===== src/rtl/core/dtte_pkg.sv =====
`default_nettype none

package dtte_pkg;

    // ascii codes of the layout characters
    localparam logic [7:0] CH_DASH  = 8'h2d;
    localparam logic [7:0] CH_SPACE = 8'h20;
    localparam logic [7:0] CH_T     = 8'h54;
    localparam logic [7:0] CH_COLON = 8'h3a;
    localparam logic [7:0] CH_DOT   = 8'h2e;
    localparam logic [7:0] CH_ZERO  = 8'h30;
    localparam logic [7:0] CH_NINE  = 8'h39;

    // character positions of the text
    localparam logic [4:0] POS_YEAR_END  = 5'd3;
    localparam logic [4:0] POS_MONTH_SEP = 5'd4;
    localparam logic [4:0] POS_MONTH_END = 5'd6;
    localparam logic [4:0] POS_DAY_SEP   = 5'd7;
    localparam logic [4:0] POS_DAY_END   = 5'd9;
    localparam logic [4:0] POS_DT_SEP    = 5'd10;
    localparam logic [4:0] POS_HOUR_END  = 5'd12;
    localparam logic [4:0] POS_HM_SEP    = 5'd13;
    localparam logic [4:0] POS_MIN_END   = 5'd15;
    localparam logic [4:0] POS_MS_SEP    = 5'd16;
    localparam logic [4:0] POS_SEC_END   = 5'd18;
    localparam logic [4:0] POS_FRAC_DOT  = 5'd19;
    localparam logic [4:0] POS_MAX       = 5'd31;

    // fraction digits kept, and digits of a nanosecond fraction
    localparam logic [3:0] MAX_FRACTION_DIGITS = 4'd9;
    localparam logic [3:0] NS_DIGITS           = 4'd9;

    // fraction scan phase
    localparam logic [1:0] FRAC_IDLE = 2'd0;
    localparam logic [1:0] FRAC_RUN  = 2'd1;
    localparam logic [1:0] FRAC_DONE = 2'd2;

    // result status codes
    localparam logic [2:0] STATUS_OK     = 3'd0;
    localparam logic [2:0] STATUS_LAYOUT = 3'd1;
    localparam logic [2:0] STATUS_DIGIT  = 3'd2;
    localparam logic [2:0] STATUS_DATE   = 3'd3;
    localparam logic [2:0] STATUS_OVF    = 3'd4;

    // one parsed text, handed from the parser to the converter
    typedef struct packed {
        logic        layout_fail;
        logic        digit_fail;
        logic [13:0] year;
        logic [6:0]  month;
        logic [6:0]  day;
        logic [6:0]  hour;
        logic [6:0]  minute;
        logic [6:0]  second;
        logic [29:0] frac_acc;
        logic [3:0]  frac_cnt;
    } dtte_rec_t;

    // converter sequence
    typedef enum logic [3:0] {
        S_IDLE,
        S_DIV,
        S_CHK,
        S_DAYS,
        S_SEC,
        S_RANGE,
        S_MLO,
        S_MHI,
        S_SUM,
        S_OUT
    } dtte_state_t;

    // days in a month, zero for a month that does not exist
    function automatic logic [4:0] month_len(input logic [6:0] month, input logic leap);
        logic [4:0] len;
        unique case (month)
            7'd1, 7'd3, 7'd5, 7'd7, 7'd8, 7'd10, 7'd12: len = 5'd31;
            7'd4, 7'd6, 7'd9, 7'd11:                    len = 5'd30;
            7'd2:                                       len = leap ? 5'd29 : 5'd28;
            default:                                    len = 5'd0;
        endcase
        return len;
    endfunction

    // day of a march-based year on which a month starts
    function automatic logic [8:0] march_doy(input logic [3:0] mp);
        logic [8:0] doy;
        unique case (mp)
            4'd0:    doy = 9'd0;
            4'd1:    doy = 9'd31;
            4'd2:    doy = 9'd61;
            4'd3:    doy = 9'd92;
            4'd4:    doy = 9'd122;
            4'd5:    doy = 9'd153;
            4'd6:    doy = 9'd184;
            4'd7:    doy = 9'd214;
            4'd8:    doy = 9'd245;
            4'd9:    doy = 9'd275;
            4'd10:   doy = 9'd306;
            4'd11:   doy = 9'd337;
            default: doy = 9'd0;
        endcase
        return doy;
    endfunction

    // ten to the power n for a fraction scale
    function automatic logic [26:0] pow10(input logic [3:0] n);
        logic [26:0] p;
        unique case (n)
            4'd0:    p = 27'd1;
            4'd1:    p = 27'd10;
            4'd2:    p = 27'd100;
            4'd3:    p = 27'd1000;
            4'd4:    p = 27'd10000;
            4'd5:    p = 27'd100000;
            4'd6:    p = 27'd1000000;
            4'd7:    p = 27'd10000000;
            4'd8:    p = 27'd100000000;
            default: p = 27'd0;
        endcase
        return p;
    endfunction

endpackage

`default_nettype wire


===== src/rtl/core/dtte_in_if.sv =====
`default_nettype none

interface dtte_in_if;
    logic       valid;
    logic       ready;
    logic [7:0] ch;
    logic       last;

    modport source (output valid, output ch, output last, input ready);
    modport sink (input valid, input ch, input last, output ready);
endinterface

`default_nettype wire


===== src/rtl/core/dtte_out_if.sv =====
`default_nettype none

interface dtte_out_if;
    logic               valid;
    logic               ready;
    logic signed [63:0] timestamp_ns;
    logic [2:0]         status;

    modport source (output valid, output timestamp_ns, output status, input ready);
    modport sink (input valid, input timestamp_ns, input status, output ready);
endinterface

`default_nettype wire


===== src/rtl/core/datetime_text_to_epoch_ns.sv =====
// Datetime text to Unix epoch nanoseconds.
// text channel: one ASCII character per request (ch), last marks the final
// character of "yyyy-MM-dd HH:mm:ss[.fffffffff]". Characters are taken one
// per cycle while the text queue has room.
// epoch channel: one result per text, timestamp_ns (zero unless status is 0)
// and status (0 ok, 1 layout, 2 digits or time range, 3 date, 4 overflow).
// A valid text passes through every converter step; an overflow leaves after
// the range check, a failed layout, digit or date check right after the
// checks, plus any wait for the converter. The converter is a sequencer with
// its multiplications spread over its steps and takes one text at a time;
// the parser sustains one character per cycle, the QUEUE_DEPTH entry queue
// absorbs the difference. A result is held on the epoch channel until ready;
// meanwhile the parser keeps taking characters until the queue fills, then
// deasserts ready. Reset (rst_n low) clears the parser, the queue and the
// converter; no clearing pass is needed.
`default_nettype none

module datetime_text_to_epoch_ns #(
    parameter int QUEUE_DEPTH = 2
) (
    input  wire logic clk,
    input  wire logic rst_n,
    dtte_in_if.sink   text,
    dtte_out_if.source epoch
);
    import dtte_pkg::*;

    dtte_rec_t push_data;
    dtte_rec_t pop_data;
    logic      push, pop, full, empty;

    // character parser
    dtte_front u_front (
        .clk       (clk),
        .rst_n     (rst_n),
        .text      (text),
        .full      (full),
        .push      (push),
        .push_data (push_data)
    );

    // parsed text queue
    dtte_fifo #(
        .DEPTH (QUEUE_DEPTH)
    ) u_fifo (
        .clk       (clk),
        .rst_n     (rst_n),
        .push      (push),
        .push_data (push_data),
        .full      (full),
        .pop       (pop),
        .pop_data  (pop_data),
        .empty     (empty)
    );

    // epoch converter
    dtte_back u_back (
        .clk      (clk),
        .rst_n    (rst_n),
        .empty    (empty),
        .pop_data (pop_data),
        .pop      (pop),
        .epoch    (epoch)
    );

endmodule

`default_nettype wire


===== src/rtl/core/dtte_front.sv =====
`default_nettype none

module dtte_front (
    input  wire logic          clk,
    input  wire logic          rst_n,
    dtte_in_if.sink            text,
    input  wire logic          full,
    output logic               push,
    output dtte_pkg::dtte_rec_t push_data
);
    import dtte_pkg::*;

    logic [4:0]  pos_reg, pos_next, pos_upd;
    logic [13:0] year_reg, year_next, year_upd;
    logic [6:0]  month_reg, month_next, month_upd;
    logic [6:0]  day_reg, day_next, day_upd;
    logic [6:0]  hour_reg, hour_next, hour_upd;
    logic [6:0]  minute_reg, minute_next, minute_upd;
    logic [6:0]  second_reg, second_next, second_upd;
    logic [29:0] frac_reg, frac_next, frac_upd;
    logic [3:0]  fcnt_reg, fcnt_next, fcnt_upd;
    logic [1:0]  phase_reg, phase_next, phase_upd;
    logic        layout_reg, layout_next, layout_upd;
    logic        digit_reg, digit_next, digit_upd;

    logic       accept;
    logic       isd;
    logic [3:0] d;

    // a request is taken whenever the queue has room
    assign text.ready = !full;
    assign accept     = text.valid && !full;
    assign isd        = (text.ch >= CH_ZERO) && (text.ch <= CH_NINE);
    assign d          = isd ? 4'(text.ch - CH_ZERO) : 4'd0;

    // per-position update of the field accumulators
    always_comb
    begin
        pos_upd    = pos_reg;
        year_upd   = year_reg;
        month_upd  = month_reg;
        day_upd    = day_reg;
        hour_upd   = hour_reg;
        minute_upd = minute_reg;
        second_upd = second_reg;
        frac_upd   = frac_reg;
        fcnt_upd   = fcnt_reg;
        phase_upd  = phase_reg;
        layout_upd = layout_reg;
        digit_upd  = digit_reg;
        if (accept)
        begin
            if (pos_reg <= POS_YEAR_END)
            begin
                if (isd) year_upd = 14'(year_reg * 14'd10 + 14'(d));
                else     digit_upd = 1'b1;
            end
            else if (pos_reg == POS_MONTH_SEP || pos_reg == POS_DAY_SEP)
            begin
                if (text.ch != CH_DASH) layout_upd = 1'b1;
            end
            else if (pos_reg <= POS_MONTH_END)
            begin
                if (isd) month_upd = 7'(month_reg * 7'd10 + 7'(d));
                else     digit_upd = 1'b1;
            end
            else if (pos_reg <= POS_DAY_END)
            begin
                if (isd) day_upd = 7'(day_reg * 7'd10 + 7'(d));
                else     digit_upd = 1'b1;
            end
            else if (pos_reg == POS_DT_SEP)
            begin
                if (text.ch != CH_SPACE && text.ch != CH_T) layout_upd = 1'b1;
            end
            else if (pos_reg <= POS_HOUR_END)
            begin
                if (isd) hour_upd = 7'(hour_reg * 7'd10 + 7'(d));
                else     digit_upd = 1'b1;
            end
            else if (pos_reg == POS_HM_SEP || pos_reg == POS_MS_SEP)
            begin
                if (text.ch != CH_COLON) layout_upd = 1'b1;
            end
            else if (pos_reg <= POS_MIN_END)
            begin
                if (isd) minute_upd = 7'(minute_reg * 7'd10 + 7'(d));
                else     digit_upd = 1'b1;
            end
            else if (pos_reg <= POS_SEC_END)
            begin
                if (isd) second_upd = 7'(second_reg * 7'd10 + 7'(d));
                else     digit_upd = 1'b1;
            end
            else if (pos_reg == POS_FRAC_DOT)
            begin
                phase_upd = (text.ch == CH_DOT) ? FRAC_RUN : FRAC_DONE;
            end
            else if (phase_reg == FRAC_RUN)
            begin
                if (!isd)
                    phase_upd = FRAC_DONE;
                else if (fcnt_reg < MAX_FRACTION_DIGITS)
                begin
                    frac_upd = 30'(frac_reg * 30'd10 + 30'(d));
                    fcnt_upd = fcnt_reg + 4'd1;
                end
                else
                    fcnt_upd = MAX_FRACTION_DIGITS + 4'd1;
            end

            if (pos_reg < POS_MAX) pos_upd = pos_reg + 5'd1;
        end
    end

    // on the final character hand the text on and start over
    always_comb
    begin
        push                  = accept && text.last;
        push_data.layout_fail = (pos_reg < POS_SEC_END) || layout_upd;
        push_data.digit_fail  = digit_upd;
        push_data.year        = year_upd;
        push_data.month       = month_upd;
        push_data.day         = day_upd;
        push_data.hour        = hour_upd;
        push_data.minute      = minute_upd;
        push_data.second      = second_upd;
        push_data.frac_acc    = frac_upd;
        push_data.frac_cnt    = fcnt_upd;
        if (push)
        begin
            pos_next    = '0;
            year_next   = '0;
            month_next  = '0;
            day_next    = '0;
            hour_next   = '0;
            minute_next = '0;
            second_next = '0;
            frac_next   = '0;
            fcnt_next   = '0;
            phase_next  = FRAC_IDLE;
            layout_next = 1'b0;
            digit_next  = 1'b0;
        end
        else
        begin
            pos_next    = pos_upd;
            year_next   = year_upd;
            month_next  = month_upd;
            day_next    = day_upd;
            hour_next   = hour_upd;
            minute_next = minute_upd;
            second_next = second_upd;
            frac_next   = frac_upd;
            fcnt_next   = fcnt_upd;
            phase_next  = phase_upd;
            layout_next = layout_upd;
            digit_next  = digit_upd;
        end
    end

    // parser state
    always_ff @(posedge clk or negedge rst_n)
    begin
        if (!rst_n)
        begin
            pos_reg    <= '0;
            year_reg   <= '0;
            month_reg  <= '0;
            day_reg    <= '0;
            hour_reg   <= '0;
            minute_reg <= '0;
            second_reg <= '0;
            frac_reg   <= '0;
            fcnt_reg   <= '0;
            phase_reg  <= FRAC_IDLE;
            layout_reg <= 1'b0;
            digit_reg  <= 1'b0;
        end
        else
        begin
            pos_reg    <= pos_next;
            year_reg   <= year_next;
            month_reg  <= month_next;
            day_reg    <= day_next;
            hour_reg   <= hour_next;
            minute_reg <= minute_next;
            second_reg <= second_next;
            frac_reg   <= frac_next;
            fcnt_reg   <= fcnt_next;
            phase_reg  <= phase_next;
            layout_reg <= layout_next;
            digit_reg  <= digit_next;
        end
    end

endmodule

`default_nettype wire


===== src/rtl/core/dtte_fifo.sv =====
`default_nettype none

module dtte_fifo #(
    parameter int DEPTH = 2
) (
    input  wire logic                 clk,
    input  wire logic                 rst_n,
    input  wire logic                 push,
    input  wire dtte_pkg::dtte_rec_t  push_data,
    output logic                      full,
    input  wire logic                 pop,
    output dtte_pkg::dtte_rec_t       pop_data,
    output logic                      empty
);
    import dtte_pkg::*;

    localparam int AW = (DEPTH > 1) ? $clog2(DEPTH) : 1;
    localparam int CW = $clog2(DEPTH + 1);

    dtte_rec_t       mem_reg [DEPTH];
    logic [AW-1:0]   wr_ptr_reg, wr_ptr_next;
    logic [AW-1:0]   rd_ptr_reg, rd_ptr_next;
    logic [CW-1:0]   count_reg, count_next;
    logic            do_push, do_pop;

    assign full     = (count_reg == CW'(DEPTH));
    assign empty    = (count_reg == '0);
    assign do_push  = push && !full;
    assign do_pop   = pop && !empty;
    assign pop_data = mem_reg[rd_ptr_reg];

    // pointer wrap and occupancy
    always_comb
    begin
        wr_ptr_next = wr_ptr_reg;
        rd_ptr_next = rd_ptr_reg;
        count_next  = count_reg;
        if (do_push)
            wr_ptr_next = (wr_ptr_reg == AW'(DEPTH - 1)) ? '0 : wr_ptr_reg + 1'b1;
        if (do_pop)
            rd_ptr_next = (rd_ptr_reg == AW'(DEPTH - 1)) ? '0 : rd_ptr_reg + 1'b1;
        if (do_push && !do_pop)
            count_next = count_reg + 1'b1;
        else if (do_pop && !do_push)
            count_next = count_reg - 1'b1;
    end

    always_ff @(posedge clk or negedge rst_n)
    begin
        if (!rst_n)
        begin
            wr_ptr_reg <= '0;
            rd_ptr_reg <= '0;
            count_reg  <= '0;
        end
        else
        begin
            wr_ptr_reg <= wr_ptr_next;
            rd_ptr_reg <= rd_ptr_next;
            count_reg  <= count_next;
        end
    end

    // entry storage
    always_ff @(posedge clk)
    begin
        if (do_push)
            mem_reg[wr_ptr_reg] <= push_data;
    end

endmodule

`default_nettype wire


===== src/rtl/core/dtte_back.sv =====
`default_nettype none

module dtte_back (
    input  wire logic                 clk,
    input  wire logic                 rst_n,
    input  wire logic                 empty,
    input  wire dtte_pkg::dtte_rec_t  pop_data,
    output logic                      pop,
    dtte_out_if.source                epoch
);
    import dtte_pkg::*;

    // yq = y / 100 for y below 16800: (y * 5243) >> 19
    localparam logic [12:0] DIV100_MUL   = 13'd5243;
    localparam int          DIV100_SHIFT = 19;
    // days from the shifted civil origin to 1970-01-01, plus one for day-of-month
    localparam logic [24:0] DAYS_OFFSET  = 25'd865566;
    localparam logic signed [17:0] DAY_SEC = 18'sd86400;
    localparam logic [29:0] NS_PER_S     = 30'd1000000000;
    localparam logic signed [41:0] SEC_MAX = 42'sd9223372036;
    localparam logic signed [41:0] SEC_MIN = -42'sd9223372037;
    localparam logic [29:0] FRAC_MAX     = 30'd854775807;
    localparam logic [29:0] FRAC_MIN     = 30'd145224192;

    dtte_state_t state_reg, state_next;

    dtte_rec_t          rec_reg;
    logic [7:0]         yq_reg;
    logic [14:0]        yp_reg;
    logic [8:0]         ypq_reg;
    logic signed [17:0] tod_reg;
    logic [29:0]        frac_reg;
    logic [2:0]         status_reg;
    logic signed [24:0] days_reg;
    logic signed [41:0] sec_reg;
    logic [63:0]        plo_reg;
    logic [31:0]        phi_reg;
    logic [63:0]        ts_reg;

    logic [13:0] year_rem;
    logic        leap;
    logic [4:0]  mlen;
    logic [2:0]  chk_status;
    logic [3:0]  mp;
    logic        frac_ok;
    logic        ovf;
    logic [31:0] sec_hi;

    // leap year from the registered quotient by 100
    assign year_rem = rec_reg.year - 14'(yq_reg * 14'd100);
    assign leap     = (rec_reg.year[1:0] == 2'b00)
                      && ((year_rem != '0) || (yq_reg[1:0] == 2'b00));
    assign mlen     = month_len(rec_reg.month, leap);

    // checks in priority order
    always_comb
    begin
        if (rec_reg.layout_fail)
            chk_status = STATUS_LAYOUT;
        else if (rec_reg.digit_fail || rec_reg.hour > 7'd23 || rec_reg.minute > 7'd59
                 || rec_reg.second > 7'd60)
            chk_status = STATUS_DIGIT;
        else if (rec_reg.day == '0 || rec_reg.day > 7'(mlen))
            chk_status = STATUS_DATE;
        else
            chk_status = STATUS_OK;
    end

    assign mp      = (rec_reg.month >= 7'd3) ? 4'(rec_reg.month - 7'd3)
                                             : 4'(rec_reg.month + 7'd9);
    assign frac_ok = (rec_reg.frac_cnt >= 4'd1) && (rec_reg.frac_cnt <= MAX_FRACTION_DIGITS);
    assign ovf     = (sec_reg > SEC_MAX) || (sec_reg < SEC_MIN)
                     || ((sec_reg == SEC_MAX) && (frac_reg > FRAC_MAX))
                     || ((sec_reg == SEC_MIN) && (frac_reg < FRAC_MIN));
    assign sec_hi  = {{22{sec_reg[41]}}, sec_reg[41:32]};

    // next state
    always_comb
    begin
        state_next = state_reg;
        unique case (state_reg)
            S_IDLE:  if (!empty) state_next = S_DIV;
            S_DIV:   state_next = S_CHK;
            S_CHK:   state_next = (chk_status == STATUS_OK) ? S_DAYS : S_OUT;
            S_DAYS:  state_next = S_SEC;
            S_SEC:   state_next = S_RANGE;
            S_RANGE: state_next = ovf ? S_OUT : S_MLO;
            S_MLO:   state_next = S_MHI;
            S_MHI:   state_next = S_SUM;
            S_SUM:   state_next = S_OUT;
            S_OUT:   if (epoch.ready) state_next = S_IDLE;
            default: state_next = S_IDLE;
        endcase
    end

    // handshake outputs
    always_comb
    begin
        pop         = 1'b0;
        epoch.valid = 1'b0;
        unique case (state_reg)
            S_IDLE:  pop = !empty;
            S_OUT:   epoch.valid = 1'b1;
            default:
            begin
                pop         = 1'b0;
                epoch.valid = 1'b0;
            end
        endcase
    end

    assign epoch.status       = status_reg;
    assign epoch.timestamp_ns = (status_reg == STATUS_OK) ? $signed(ts_reg) : 64'sd0;

    always_ff @(posedge clk or negedge rst_n)
    begin
        if (!rst_n)
            state_reg <= S_IDLE;
        else
            state_reg <= state_next;
    end

    // conversion datapath, one step per state
    always_ff @(posedge clk)
    begin
        case (state_reg)
            S_IDLE:
            begin
                if (!empty) rec_reg <= pop_data;
            end
            S_DIV:
            begin
                yq_reg  <= 8'((27'(rec_reg.year) * 27'(DIV100_MUL)) >> DIV100_SHIFT);
                yp_reg  <= 15'(rec_reg.year) + 15'd400
                           - ((rec_reg.month <= 7'd2) ? 15'd1 : 15'd0);
                tod_reg <= 18'(20'(rec_reg.hour) * 20'd3600 + 20'(rec_reg.minute) * 20'd60
                               + 20'(rec_reg.second));
            end
            S_CHK:
            begin
                status_reg <= chk_status;
                ypq_reg    <= 9'((28'(yp_reg) * 28'(DIV100_MUL)) >> DIV100_SHIFT);
                frac_reg   <= frac_ok
                              ? 30'(57'(rec_reg.frac_acc)
                                    * 57'(pow10(NS_DIGITS - rec_reg.frac_cnt)))
                              : 30'd0;
            end
            S_DAYS:
            begin
                days_reg <= $signed(25'(yp_reg) * 25'd365 + 25'(yp_reg[14:2])
                                    - 25'(ypq_reg) + 25'(ypq_reg[8:2])
                                    + 25'(march_doy(mp)) + 25'(rec_reg.day) - DAYS_OFFSET);
            end
            S_SEC:
            begin
                sec_reg <= 42'(days_reg * DAY_SEC + tod_reg);
            end
            S_RANGE:
            begin
                if (ovf) status_reg <= STATUS_OVF;
            end
            S_MLO:
            begin
                plo_reg <= 64'(sec_reg[31:0]) * 64'(NS_PER_S);
            end
            S_MHI:
            begin
                phi_reg <= 32'(sec_hi * 32'(NS_PER_S));
            end
            S_SUM:
            begin
                ts_reg <= plo_reg + {phi_reg, 32'd0} + 64'(frac_reg);
            end
            default:
            begin
            end
        endcase
    end

endmodule

`default_nettype wire


===== src/flat_wrapper.sv =====
// flat-port wrapper written by rule: the top's interface ports become plain ports
module datetime_text_to_epoch_ns_flat import dtte_pkg::*;
#(
    parameter int QUEUE_DEPTH = 2
)
  (clk, rst_n, text_valid, text_ch, text_last, text_ready, epoch_valid, epoch_timestamp_ns, epoch_status, epoch_ready);
  dtte_in_if text_i ();
  dtte_out_if epoch_i ();
  input  wire logic clk;
  input  wire logic rst_n;
  input wire logic [$bits(text_i.valid)-1:0] text_valid;
  input wire logic [$bits(text_i.ch)-1:0] text_ch;
  input wire logic [$bits(text_i.last)-1:0] text_last;
  output wire logic [$bits(text_i.ready)-1:0] text_ready;
  output wire logic [$bits(epoch_i.valid)-1:0] epoch_valid;
  output wire logic [$bits(epoch_i.timestamp_ns)-1:0] epoch_timestamp_ns;
  output wire logic [$bits(epoch_i.status)-1:0] epoch_status;
  input wire logic [$bits(epoch_i.ready)-1:0] epoch_ready;
  assign text_i.valid = text_valid;
  assign text_i.ch = text_ch;
  assign text_i.last = text_last;
  assign text_ready = text_i.ready;
  assign epoch_valid = epoch_i.valid;
  assign epoch_timestamp_ns = epoch_i.timestamp_ns;
  assign epoch_status = epoch_i.status;
  assign epoch_i.ready = epoch_ready;
  datetime_text_to_epoch_ns #(.QUEUE_DEPTH(QUEUE_DEPTH)) u_core (.clk(clk), .rst_n(rst_n), .text(text_i), .epoch(epoch_i));
endmodule

===== config.mk =====
export PLATFORM = sky130hd
export DESIGN_NAME = datetime_text_to_epoch_ns_flat
export DESIGN_NICKNAME = d
export VERILOG_FILES = /design/src/rtl/core/dtte_pkg.sv /design/src/rtl/core/dtte_in_if.sv /design/src/rtl/core/dtte_out_if.sv /design/src/rtl/core/datetime_text_to_epoch_ns.sv /design/src/rtl/core/dtte_front.sv /design/src/rtl/core/dtte_fifo.sv /design/src/rtl/core/dtte_back.sv /design/src/flat_wrapper.sv
export SDC_FILE = /design/constraint.sdc
export NUM_CORES = 2
export LEC_CHECK = 0
export ABC_CLOCK_PERIOD_IN_PS = 22600
export BUFFER_PORTS_ARGS = -buffer_cell sky130_fd_sc_hd__buf_4
export CAP_MARGIN = 0
export CORE_ASPECT_RATIO = 1.1
export CORE_MARGIN = 2
export CORE_UTILIZATION = 55
export DETAILED_ROUTE_END_ITERATION = 8
export GPL_TIMING_DRIVEN = 0
export PLACE_DENSITY = 0.7
export SETUP_SLACK_MARGIN = 0.4
export SYNTH_ARGS = -nofsm -noshare
export SYNTH_HDL_FRONTEND = slang
export SYNTH_SLANG_ARGS = --single-unit

===== constraint.sdc =====
create_clock -name clk -period 22.6 [get_ports clk]
set_clock_uncertainty 0.2 [all_clocks]
set_input_delay 2.26 -clock clk [delete_from_list [all_inputs] [get_ports clk]]
set_output_delay 2.26 -clock clk [all_outputs]
set_load 0.05 [all_outputs]

==> summary by stage <==
Outcome
The flow ran to the end, and the final reports show no timing, DRC or antenna violations.

Worst hold path
The type of the worst min-delay path is reg2reg.

Synthesis
The number of cells produced by synthesis is roughly 7800. After synthesis the cells add up to 81300 sq um. After synthesis, the largest area contributor takes up 25.9% of total cell area. The dominant cell type by area after synthesis is fa_1. The post-synthesis xor/xnor area fraction is between 4 and 5%.

Synthesis instantiated 104 different standard cells from the library. The synthesized netlist devotes a little under half of its cell area to adder and majority cells. For this run, asynchronously set or reset flops after synthesis account for between 15 and 20%. Synthesis inferred 645 register bits. Each instance of the synthesized netlist takes up on average about 10 sq um. Sequential cells were found to cover 23.2% of the synthesized design area. By area the synthesized netlist is led by fa_1, edfxtp_1, ha_1. The commonest cells after synthesis are inv_1, ha_1, fa_1, edfxtp_1, nand2_1. The number of warning messages in the yosys log is 0.

After synthesis, the largest family of logic cells by area is adder cells. The portion of netlist area occupied by mux cells is 1.62%. The synthesized netlist devotes under 10% of its cell area to compound gates.

The number of enable flip-flop cells after synthesis is 545. Synthesis produced a netlist with a net count of 10100. Yosys instantiated no cell more often than inv_1.

In the synthesized netlist the dominant register cell turns out to be edfxtp_1. The synthesized-area fraction occupied by and/or/nand/nor cells is 9.10%.

Cells and area
In the final design database the tool counted 10300 nets. The register with the most flip-flops in the layout has 170 of them. With fillers left out, the area of the finished cells amounts to about 87000 sq um. Fill cells in the final layout number 12200.

The post-route netlist has 5.13% of its cells at a drive strength greater than 1. The synthesis-to-finish area growth is 7.34%.

Place
The placed wire-length estimate after detailed placement is roughly 150 mm. Input and output buffers added on the ports amount to between 80 and 90. The routability congestion estimate from global placement is 0.981.

The placement-stage cell area is 84800 sq um.

Clock network
The number of gates resized after cts is 0. TritonCTS built the clock tree. The total clock sinks is 645. The maximum clock insertion buffer count is 3. The level count of the clock H-tree is 3.

The clock root buffer master is clkbuf_16. The number of hold buffers added after CTS was 0. The number of setup buffers added after CTS is 0. The later-pin clock latency in the skew report is 0.68 ns. The clock-pin slew on the worst setup and hold paths is 0.06 ns.

The total CTS buffers is 73.

Global route
The first global-routing pass estimated 294 mm of wire. The pin count of the biggest net entering global routing is 72. Global routing consumed, over all layers together, 24.3% of the routing resources. For this run the aggregate overflow at the end of global routing stands at 0.

The number of global-route vias before repair is 57300. The initial antenna violation count is 1.

Worst setup path
The data arrival time of the worst path is 9.71 ns. For the worst setup path, the data required time is roughly 23 ns. Of all nets on the critical path, the largest fanout is 10.

The kind of launch point of the worst setup path is a flop. The critical path class is reg2reg. STA classifies the critical path endpoint as a flop.

STA
Setup repair after global routing left no endpoint under its margin. The transition at the pin with the smallest max-transition slack is 1.38 ns. The share of the clock period used by the worst path after layout is 42.1%. The aggregate negative setup slack is 0 ns. In this run the tightest slew margin relative to its limit is 7.12%. Setup violations remaining at the end of the flow were counted as 0. Static timing analysis puts the maximum clock frequency at 105 MHz. The max-slew violation count was 0.

The routed design could run at a clock period as short as 9.51 ns. The number of endpoints with negative hold slack in the final report is 0.

Floorplan
The die is 371 um wide. The area of the core region is roughly 150000 sq um. Row generation in the floorplan step produced 147 rows. The area of the die is 151000 sq um.

In this run the count of I/O pins placed on the die edge is about 80. The starting density of the core is a little under three fifths. The die is 407 um tall.

Routing
The post-detailed-routing wire length is between 150 and 200 mm. For this run, design rule violations remaining after detail routing come to 0. The average wire per standard cell is 18.0 um. The detail route stage leaves a number of antenna-violating nets equal to 0. The DRC violation total after the first TritonRoute iteration is between 3000 and 4000. The via count normalized by instance count is 5.41.

The count of TritonRoute iterations in the first routing pass is 6. The via count is around 54000.

Job
The number of violations of the max-capacitance limit is 0.
routing by layer:
metal | share of wire, % | up-vias | wire [um] | GRT usage (%)
met4 | 3.4 | 2 | 6090 | 8.09
li1 | - | 25700 | - | -
met1 | 42 | 26700 | 75100 | 30.6
met2 | 51 | 1111 | 90700 | 43.5
met3 | 4.0 | 311 | 7200 | 2.51
met5 | 0.0089 | - | 16 | 0
per-stage QoR:
stage	setup slack [ns]	utilization (%)	hold WS, ns	instances
finish	13.09	59.6	0.226	9933
global route	12.60	59.6	0.248	9932
CTS	13.16	59.6	0.225	9932
detailed placement	13.16	57.9	0.212	9798
global placement	13.13	57.6	0.208	9772
floorplan	14.72	-	0.200	7754
kinds of logic after synthesis:
logic type	count (synthesis)
xor+xnor	424
flops	645
simple gates	1486
fa+ha+maj	2338
mux	118
compound gates	953
buf+inv	1790
path summary, 6_finish.rpt:
kind,depth (start not counted),endpoint,startpoint,slack (ns)
worst min register to register,0,u_core.u_back.sec_reg[2]$_DFFE_PP_,u_core.u_back.tod_reg[2]$_DFFE_PP_,0.23
worst max-delay path,27,u_core.u_back.frac_reg[27]$_SDFFCE_PN0P_,u_core.u_back.rec_reg[1]$_DFFE_PP_,13.09
worst min-delay path,0,u_core.u_back.sec_reg[2]$_DFFE_PP_,u_core.u_back.tod_reg[2]$_DFFE_PP_,0.23
min in group asynchronous,1,u_core.u_front.year_reg[7]$_DFF_PN0_,rst_n,1.27
worst max register to register,27,u_core.u_back.frac_reg[27]$_SDFFCE_PN0P_,u_core.u_back.rec_reg[1]$_DFFE_PP_,13.09
max in group asynchronous,2,u_core.u_front.second_reg[4]$_DFF_PN0_,rst_n,20.21
final cells by class:
cell class | count | area [sq um] | area share (%)
Clock buffer | 91 | 1920 | 2.21
Tap cell | 1937 | 2420 | 2.78
Antenna cell | 1 | 2.50 | 0.00287
Inverter | 1652 | 6200 | 7.11
Sequential cell | 645 | 18900 | 21.6
Clock inverter | 43 | 566 | 0.648
Timing Repair Buffer | 107 | 983 | 1.13
Multi-Input combinational cell | 5319 | 55800 | 63.9
Buffer | 138 | 523 | 0.599
critical path, cell delays in order, from the launching register on:
cell and delay (ns):
edfxtp_1 0.49, inv_1 0.15, ha_1 0.36, clkbuf_1 0.35, nand2_1 0.09, a21oi_1 0.93
clkbuf_1 0.66, nand2_1 0.18, fa_1 0.53, fa_1 0.50, inv_1 0.05, fa_1 0.43
ha_1 0.23, fa_1 0.54, inv_1 0.05, fa_1 0.46, fa_1 0.55, inv_1 0.04
ha_1 0.24, or3_1 0.38, or3_1 0.31, o21a_1 0.23, o211ai_1 0.24, a21oi_1 0.17
o41ai_1 0.44, o21ai_0 0.18, xnor2_1 0.19, nor2_1 0.05
layout by cell type, fill, tap and decap left out, drive strengths merged, types with 15 or more instances in the layout:
| master | n |
|---|---|
| a21o | 116 |
| nor3 | 88 |
| nor2b | 54 |
| a211oi | 41 |
| nand4 | 40 |
| a21boi | 19 |
| o21ai | 211 |
| nand2 | 498 |
| clkbuf | 217 |
| or3 | 15 |
| fa | 1051 |
| o211ai | 22 |
| o21a | 58 |
| o21bai | 40 |
| a31oi | 32 |
| ha | 1287 |
| clkinv | 26 |
| a21oi | 281 |
| buf | 119 |
| nor3b | 18 |
| mux2 | 107 |
| and2 | 258 |
| o31ai | 16 |
| nor2 | 274 |
| xnor2 | 303 |
| and3 | 44 |
| inv | 1655 |
| nand2b | 40 |
| dfrtp | 100 |
| edfxtp | 545 |
| xor2 | 121 |
| or2 | 16 |
| nand3 | 71 |
| nor4 | 20 |
Power is left out: the tool's default activity adds up to more than one toggle a clock period on the data nets, which glitch-free logic cannot reach.
